[src/design/mpq_pkg.sv]
`timescale 1ns / 1ps

package mpq_pkg;

  localparam logic OP_ENQ = 1'b0;
  localparam logic OP_DEQ = 1'b1;

  localparam logic [1:0] ST_OK        = 2'd0;
  localparam logic [1:0] ST_OVERFLOW  = 2'd1;
  localparam logic [1:0] ST_UNDERFLOW = 2'd2;

  typedef struct packed {
    logic               kind;
    logic signed [31:0] item_data;
    logic signed [31:0] item_priority;
  } cmd_t;

  typedef struct packed {
    logic [1:0]         status;
    logic signed [31:0] out_data;
    logic signed [31:0] out_priority;
    logic [7:0]         occupancy;
  } res_t;

  typedef struct packed {
    logic signed [31:0] data;
    logic signed [31:0] prio;
  } entry_t;

  // Broadcast from the top level to every cell.
  typedef struct packed {
    logic   enq;
    logic   deq;
    entry_t item;
  } ctl_t;

endpackage

[src/design/mpq_cell.sv]
`timescale 1ns / 1ps

module mpq_cell #(
  parameter int DEPTH = 128,
  parameter int IDX   = 0
) (
  input  logic                         clk,
  input  mpq_pkg::ctl_t                ctl,
  input  logic [$clog2(DEPTH+1)-1:0]   count,
  input  mpq_pkg::entry_t              left_entry,
  input  logic                         left_ins,
  input  mpq_pkg::entry_t              right_entry,
  output mpq_pkg::entry_t              entry,
  output logic                         ins
);
  import mpq_pkg::*;

  localparam int CW = $clog2(DEPTH + 1);

  // New item goes ahead of this cell if the cell is empty or holds a lower priority.
  // Equal priority stays ahead, which keeps arrival order among ties.
  assign ins = (count <= CW'(IDX)) || (ctl.item.prio > entry.prio);

  always_ff @(posedge clk) begin
    if (ctl.enq) begin
      if (ins) begin
        entry <= left_ins ? left_entry : ctl.item;
      end
    end else if (ctl.deq) begin
      entry <= right_entry;
    end
  end

endmodule

[config.mk]
export PLATFORM = sky130hd
export DESIGN_NAME = mpq_cell
export DESIGN_NICKNAME = d
export VERILOG_FILES = /design/src/design/mpq_pkg.sv /design/src/design/mpq_cell.sv
export SDC_FILE = /design/constraint.sdc
export NUM_CORES = 1
export LEC_CHECK = 0
export BUFFER_PORTS_ARGS = -buffer_cell sky130_fd_sc_hd__buf_2
export CAP_MARGIN = 15
export CORE_AREA = 2 2 103 105
export CTS_BUF_LIST = sky130_fd_sc_hd__clkbuf_4
export DETAILED_ROUTE_END_ITERATION = 10
export DIE_AREA = 0 0 105 107
export PLACE_DENSITY_LB_ADDON = 0.1
export REMOVE_ABC_BUFFERS = 1
export SLEW_MARGIN = 30
export SYNTH_ARGS = -nofsm -noshare
export SYNTH_HDL_FRONTEND = slang
export SYNTH_SLANG_ARGS = --single-unit
[constraint.sdc]
create_clock -name clk -period 6.55 [get_ports clk]
set_input_delay 0.9825 -clock clk [delete_from_list [all_inputs] [get_ports clk]]
set_output_delay 0.9825 -clock clk [all_outputs]
set_load 0.02 [all_outputs]
After elaboration in Yosys (flattened, before gate mapping)
Index checks and enable logic that the tools add are counted.
{"block": "word_totals", "reg_bits": 64, "in_bits": 204, "out_inout_bits": 65, "elab_cells": 12}
{"block": "classes", "order_cmp": 2, "n_eq_ne": 1, "muxes": 4, "n_reduce_logical": 3}
{"op": "$mux W64", "count": 4}
{"op": "$gt A32 B32 Y1", "count": 1}
{"op": "$le A8 B1 Y1 const B", "count": 1}
{"op": "$ne A2 B1 Y1 const B", "count": 1}
{"op": "$reduce_and A2 Y1", "count": 1}
{"op": "$reduce_bool A2 Y1", "count": 1}
{"op": "$logic_or A1 B1 Y1", "count": 1}

Longest topological paths before layout
Gate-level depths: netlist (run 1).
{"block": "logic_depth", "depth_word": 4, "mapped_depth": 8, "depth_no_buf": 8}

Worst setup path before layout (run 1)
OpenSTA, ideal clock, no wires.
{"block": "synth_path", "path_kind": "in2reg", "start": "in ctl[14] (netlist bit)", "end": "reg entry[0] (netlist bit), enable pin", "setup_time_ns": 0.494, "arrival_time_ns": 4.913, "required_time_ns": 6.056, "setup_slack_ns": 1.143, "stages": 6, "n_path_buf": 0, "path_cell_list": "ha_1 > nand4_2 > nor4_2 > a211oi_1 > o211a_1 > o21ai_1"}
{"block": "synth_via", "elab_chain_len": 4}
{"element": "start, declared", "line_no": "mpq_cell.sv:8", "rtl": "input mpq_pkg::ctl_t ctl,"}
{"element": "$gt A32 B32 Y1", "line_no": "mpq_cell.sv:22", "rtl": "assign ins = (count <= CW'(IDX)) || (ctl.item.prio > entry.prio);"}
{"element": "$logic_or A1 B1 Y1", "line_no": "mpq_cell.sv:22"}
{"element": "$ne A2 B1 Y1 (no line)"}
{"element": "$reduce_and A2 Y1 (no line)"}
{"element": "end signal, assigned", "line_no": "mpq_cell.sv:27", "rtl": "entry <= left_ins ? left_entry : ctl.item;"}
{"element": "end signal, assigned", "line_no": "mpq_cell.sv:30", "rtl": "entry <= right_entry;"}
{"element": "end, declared", "line_no": "mpq_cell.sv:13", "rtl": "output mpq_pkg::entry_t entry,"}
No other way between the ends.
A chain may end at the register's enable or synchronous reset.

Final worst setup path (run 1)
{"block": "layout_path", "start": "in ctl[23] (netlist bit)", "end": "out ins"}
{"block": "layout_via", "elab_chain_len": 2}
{"element": "$gt A32 B32 Y1", "line_no": "mpq_cell.sv:22"}
{"element": "$logic_or A1 B1 Y1", "line_no": "mpq_cell.sv:22"}
{"element": "end, declared", "line_no": "mpq_cell.sv:14", "rtl": "output logic ins"}
No other way between the ends.

==> results of run 1 <==
## tightest hold or removal path, stage by stage
cell,delay [ns]
buf_2,0.07
nor2_1,0.03
a21oi_1,0.10
## cell usage after synthesis
| cell type | count | share of area, % |
|---|---|---|
| o221ai_1 | 1 | 0.21 |
| clkbuf_1 | 10 | 0.92 |
| o211a_1 | 2 | 0.49 |
| nand2_1 | 8 | 0.73 |
| nand3_1 | 5 | 0.61 |
| mux2i_1 | 64 | 16 |
| a211oi_1 | 2 | 0.37 |
| nor4_2 | 2 | 0.61 |
| o21ai_1 | 2 | 0.24 |
| or2_1 | 1 | 0.15 |
| o21ai_0 | 4 | 0.49 |
| buf_1 | 2 | 0.18 |
| nor4_1 | 2 | 0.30 |
| o21a_1 | 1 | 0.18 |
| edfxtp_1 | 64 | 47 |
| o31ai_1 | 1 | 0.18 |
| ha_1 | 32 | 9.8 |
| nand2b_1 | 1 | 0.15 |
| a21oi_1 | 77 | 9.4 |
| buf_2 | 10 | 1.2 |
| and4_1 | 1 | 0.21 |
| nor2_1 | 66 | 6.0 |
| inv_1 | 34 | 3.1 |
| a21o_1 | 3 | 0.55 |
| nand4_2 | 1 | 0.30 |
| a2111oi_2 | 1 | 0.37 |
| nand4_1 | 5 | 0.76 |
## cells in the final DEF, fill, tap and decap left out, types with 2 or more instances in the layout
cell type and instances:
a21oi_1 77, buf_4 3, nand4_1 5, inv_1 34, nor4_1 2, buf_2 266, o21ai_0 4, nor4_2 2
mux2i_1 64, clkinvlp_4 2, a211oi_1 2, nor2_1 66, a21o_1 3, ha_1 32, o211a_1 2, edfxtp_1 64
clkbuf_4 9, nand2_1 8, nand3_1 5
## metrics by stage
step / std cells / worst slack (ns)
after floorplan: 380 / 1.14
after global placement: 786 / 2.49
after detailed placement: 786 / 2.42
after CTS: 802 / 2.86
after global routing: 804 / 2.78
final: 804 / 2.90
## cell families (layout without fill, tap and decap cells)
kind of cell    after synthesis  in the layout  share of synthesized area [%]
other cells                   0              1                              0
fa+ha+maj                    32             32                           9.76
simple gates                 92             92                           9.88
compound gates               94             94                           12.5
buf+inv                      56            321                           5.43
mux                          64             64                           15.6
flops                        64             64                           46.8
## power groups by stage
stage | registers [mW] | logic [mW] | clock network [mW]
4_1_cts | 0.534 | 0.365 | 0.279
6_report | 0.532 | 0.365 | 0.269
5_1_grt | 0.538 | 0.404 | 0.297
3_5_place_dp | 0.542 | 0.364 | 0
2_1_floorplan | 0.608 | 0.129 | 0
3_3_place_gp | 0.541 | 0.357 | 0
## per-layer routing
metal | vias up | part of all wire (%) | GRT usage, %
met5 | - | 0 | 0
met4 | 0 | 1.8 | 7.90
met3 | 12 | 9.6 | 5.41
met2 | 184 | 52 | 37.4
met1 | 1705 | 37 | 21.8
li1 | 1988 | - | -
## cell type report
class                   instances  area, µm²  area share [%]
clock inverters                 7       71.3            1.25
multi-input cells             282       1970            34.4
diodes                          1       2.50          0.0437
well taps                     136        170            2.97
flip-flops and latches         64       1920            33.6
clock buffers                   9       67.6            1.18
inverters                      34        128            2.23
repair buffers                271       1390            24.3
## path summary, 6_finish.rpt
path / to / from / slack [ns]
worst max-delay path: ins / ctl[23] / 2.90
worst min-delay path: entry[19]$_DFFE_PP_ / right_entry[19] / 0.90
worst max register to register: entry[11]$_DFFE_PP_ / entry[27]$_DFFE_PP_ / 3.49
worst min register to register: entry[20]$_DFFE_PP_ / entry[0]$_DFFE_PP_ / 1.31
==> impl_metrics.yaml, run 1 <==
routing:
  via_per_inst: 4.84
  wirelength_um: 11600
  postRouteAntennaNets: 0
  drt_pass1_iterations: 4
  vias: 3889
  post-route-drc-count: 0
  wl_per_cell_um: 14.4
  drt_iter0_drc: 121
pwr:
  p_seq_share_pct: 45.6
  power_mw: 1.17
  power_frac_comb_pct: 31.3
  p_int_mw: 0.780
  switching_power_mw: 0.386
  leakagePower_nw: 2.92
  power.density_nw_per_um2: 204
  vdd_ir_drop_max_uv: 95.4
  p_sw_share_pct: 33.1
  pwr-share-clk_pct: 23.1
critical_path:
  worstPathArrival_ns: 2.67
  cp_top_family: "simple AND/OR/NAND/NOR gates"
  slowest_stage: "nor4_2"
  slowest_delay_ns: 0.38
  crit_type: "input port to output port"
  crit_path_start_kind: "input port"
  cp.required_ns: 5.57
  crit_fanout: 3
  cp-end-kind: "output port"
  cp.depth: 8
  cpMostUsedCell: "buf_2"
  crit_chain: "buf_2, ha_1, nand4_1, nor4_2, nor2_1, o211a_1, o21ai_1, buf_2"
  ff2ff_path_depth: 8
  critPathBufInv: 2
layout:
  top_register: "entry"
  largest_reg_flops: 64
  nets: 898
  fin_util_pct: 56.7
  syn_to_final_growth_pct: 39.5
  final_area_um2: 5720
  drive_gt1_share_pct: 43.6
  top_regs: "entry (64)"
  nFillCells: 968
logic_synthesis:
  synth_area_um2: 4100
  yosysUniqueCellTypes: 27
  synth-seq-cells: 64
  avgSynthCellArea_um2: 10.2
  synth_warnings: 0
  yosysSeqAreaShare_pct: 46.8
  syn_inst: 402
timing:
  final_max_slew_viol_count: 0
  hold_viol: 0
  max_slew.worst_pin.slew_ns: 0.789
  setup_tns_ns: 0
  fmax_mhz: 274
  rsz0062_at_grt: "false"
  hold-worst-slack_ns: 0.897
  maxSlewHeadroom_pct: 47.4
  fin_crit_sh_pct: 55.8
  skew_ns: 0.0221
  setup_viol: 0
  min_period_ns: 3.65
global_routing:
  antenna_found_initial: 1
  grt_pass1_vias: 3775
  overflow: 0
  grt_pass1_wl_um: 17700
  grt_max_degree: 69
  grtUsageTotal_pct: 20.2
clock_network:
  clock-root-buffer: "clkbuf_4"
  cts.sinks: 64
  cts.clk_slew.worst_paths_ns: 0.12
  cts_hold_buf: 0
  clockBufferDepth: 2
  cts_tree: "done"
  cts_resized: 0
  clk_latency_ns: 0.40
  cts_buffers: 9
  post_cts_buffers: 0
  h-tree-depth: 3
placed_design:
  port_buffers: 268
  place_area_um2: 5550
  routabilityCongestion: 0.877
  dp_hpwl_um: 9300
die:
  die_x_um: 105
  die-height_um: 107
  start_util_pct: 40.7
  die_area_um2: 11200
  fp-row-count: 37
  pin_count: 269
  core_um2: 10100
min_path:
  holdPathStages: 3
  holdCritPathClass: "input port to flip-flop"
job:
  maxCapViolations: 0
run_status:
  status: "finished, final reports clean"
(Power assumes the default switching activity.)
==> inputs of run 2 (changes only) <==
clock period = 3.4 ns   (was 6.55 ns; I/O delays follow)
==> impl_metrics.yaml, run 2 (same netlist as run 1, synthesis figures left out) <==
critical_path:
  critPathBufInv: 2
  cp.required_ns: 2.89
  r2r_slack_ns: 0.75
  crit_fanout: 3
  cp_top_family: "compound AO/OA/AOI/OAI gates"
  crit_type: "flip-flop to output port"
  slowest_stage: "edfxtp_1"
  crit_chain: "inv_1, ha_1, nand4_2, nor4_2, a211oi_1, o211a_1, o21ai_1, buf_2"
  worstPathArrival_ns: 2.46
  slowest_delay_ns: 0.40
  crit_path_start_kind: "flip-flop"
  cp-end-kind: "output port"
layout:
  top_regs: "entry (64)"
  final_area_um2: 5720
  nFillCells: 974
  top_register: "entry"
  final_common_cell: "buf_2"
  register_area_um2: 1920
  largest_reg_flops: 64
  instances_no_fill: 804
  drive_gt1_share_pct: 43.9
  diodes: 0
  multi_input_area_um2: 1970
  nets: 899
  syn_to_final_growth_pct: 39.3
  final_cell_mix: "266 x buf_2, 77 x a21oi_1, 66 x nor2_1"
routing:
  drt_iter0_drc: 177
  wl_per_cell_um: 14.4
  post-route-drc-count: 0
  wirelength_um: 11500
  via_per_inst: 4.84
  vias: 3890
  drt_pass1_iterations: 4
  postRouteAntennaNets: 0
pwr:
  leakagePower_nw: 2.92
  power_frac_comb_pct: 31.2
  pwr-share-clk_pct: 23.0
  p_seq_share_pct: 45.8
  p_int_mw: 1.51
  switching_power_mw: 0.734
  vdd_ir_drop_max_uv: 236
  p_sw_share_pct: 32.8
  power.density_nw_per_um2: 392
timing:
  fmax_mhz: 336
  rsz0062_at_grt: "false"
  min_period_ns: 2.97
  maxSlewHeadroom_pct: 49.7
  max_slew.worst_pin.slew_ns: 0.755
  fin_crit_sh_pct: 87.4
  hold_viol: 0
  skew_ns: 0.0193
  final_max_slew_viol_count: 0
  setup_viol: 0
clock_network:
  clk_latency_ns: 0.40
  clock-root-buffer: "clkbuf_4"
  clockBufferDepth: 2
  cts_resized: 0
  cts_hold_buf: 0
  cts_tree: "done"
  h-tree-depth: 3
  cts.clk_slew.worst_paths_ns: 0.12
  post_cts_buffers: 0
  cts_buffers: 9
  cts.sinks: 64
die:
  start_util_pct: 40.7
  die-height_um: 107
  die_x_um: 105
  fp-row-count: 37
  die_area_um2: 11200
  pin_count: 269
  core_um2: 10100
global_routing:
  grt_max_degree: 73
  antenna_found_initial: 0
  gr-usage-met1_pct: 22.8
  met2_usage_pct: 35.9
  grt_pass1_wl_um: 17700
  grtUsageTotal_pct: 20.3
  overflow: 0
  gr-max-usage-layer: "met2"
  grtUsageMet3_pct: 5.96
  grt_pass1_vias: 3691
run_status:
  status: "finished, final reports clean"
placed_design:
  place_area_um2: 5580
  port_buffers: 268
  routabilityCongestion: 0.798
  dp_cells: 788
  dp_hpwl_um: 9230
min_path:
  holdCritPathClass: "input port to flip-flop"
job:
  maxCapViolations: 0
-- run 2: cell types whose count changed in the layout (fill, tap and decap cells not counted), sizes merged --
cell,before,now
clkbuf,9,10
inv,35,34
buf,271,272
diode,1,0
-- run 2: path summary, 6_finish.rpt --
path                            cells past startpoint                 from                   to
worst min register to register                      6   entry[0]$_DFFE_PP_   entry[3]$_DFFE_PP_
worst min-delay path                                3      right_entry[19]  entry[19]$_DFFE_PP_
worst max register to register                      8  entry[14]$_DFFE_PP_  entry[49]$_DFFE_PP_
worst max-delay path                                8  entry[14]$_DFFE_PP_                  ins
-- run 2: layer usage --
metal  vias to the layer above  wire, µm
met5                         -         0
met4                         0       265
met3                        19       977
met2                       173      5860
met1                      1715      4430
li1                       1983         -
-- run 2: area by class of cell --
| class | count | area share [%] |
|---|---|---|
| Multi-Input combinational cell | 282 | 34.4 |
| Tap cell | 136 | 2.98 |
| Inverter | 34 | 2.23 |
| Clock buffer | 10 | 1.31 |
| Timing Repair Buffer | 272 | 24.4 |
| Clock inverter | 6 | 1.05 |
| Sequential cell | 64 | 33.6 |
-- run 2: stage by stage --
step	power [mW]	setup slack [ns]	util, %	setup TNS [ns]	hold slack [ns]
after global placement	1.74	0.621	55.3	0	0.826
after floorplan	1.42	-1.54	-	-98.34	0.717
final	2.24	0.427	56.6	0	0.422
after global routing	2.38	0.234	56.6	0	0.397
after CTS	2.27	0.426	56.6	0	0.394
after detailed placement	1.75	0.564	55.3	0	0.834
-- run 2: power groups by stage --
stage                     clock network, mW  logic (mW)  registers, mW
after floorplan                           0       0.249           1.17
after global placement                    0       0.695           1.04
after detailed placement                  0       0.705           1.04
after CTS                             0.530       0.708           1.03
after global routing                  0.563       0.776           1.04
final                                 0.515       0.699           1.03
-- run 2: worst reg2reg max path: cells and delay by family, from the launching register on --
family,cells,cell delay [ns]
compound gates,3,0.61
simple gates,2,0.55
buf+inv,2,0.44
flops,1,0.40
fa+ha+maj,1,0.31
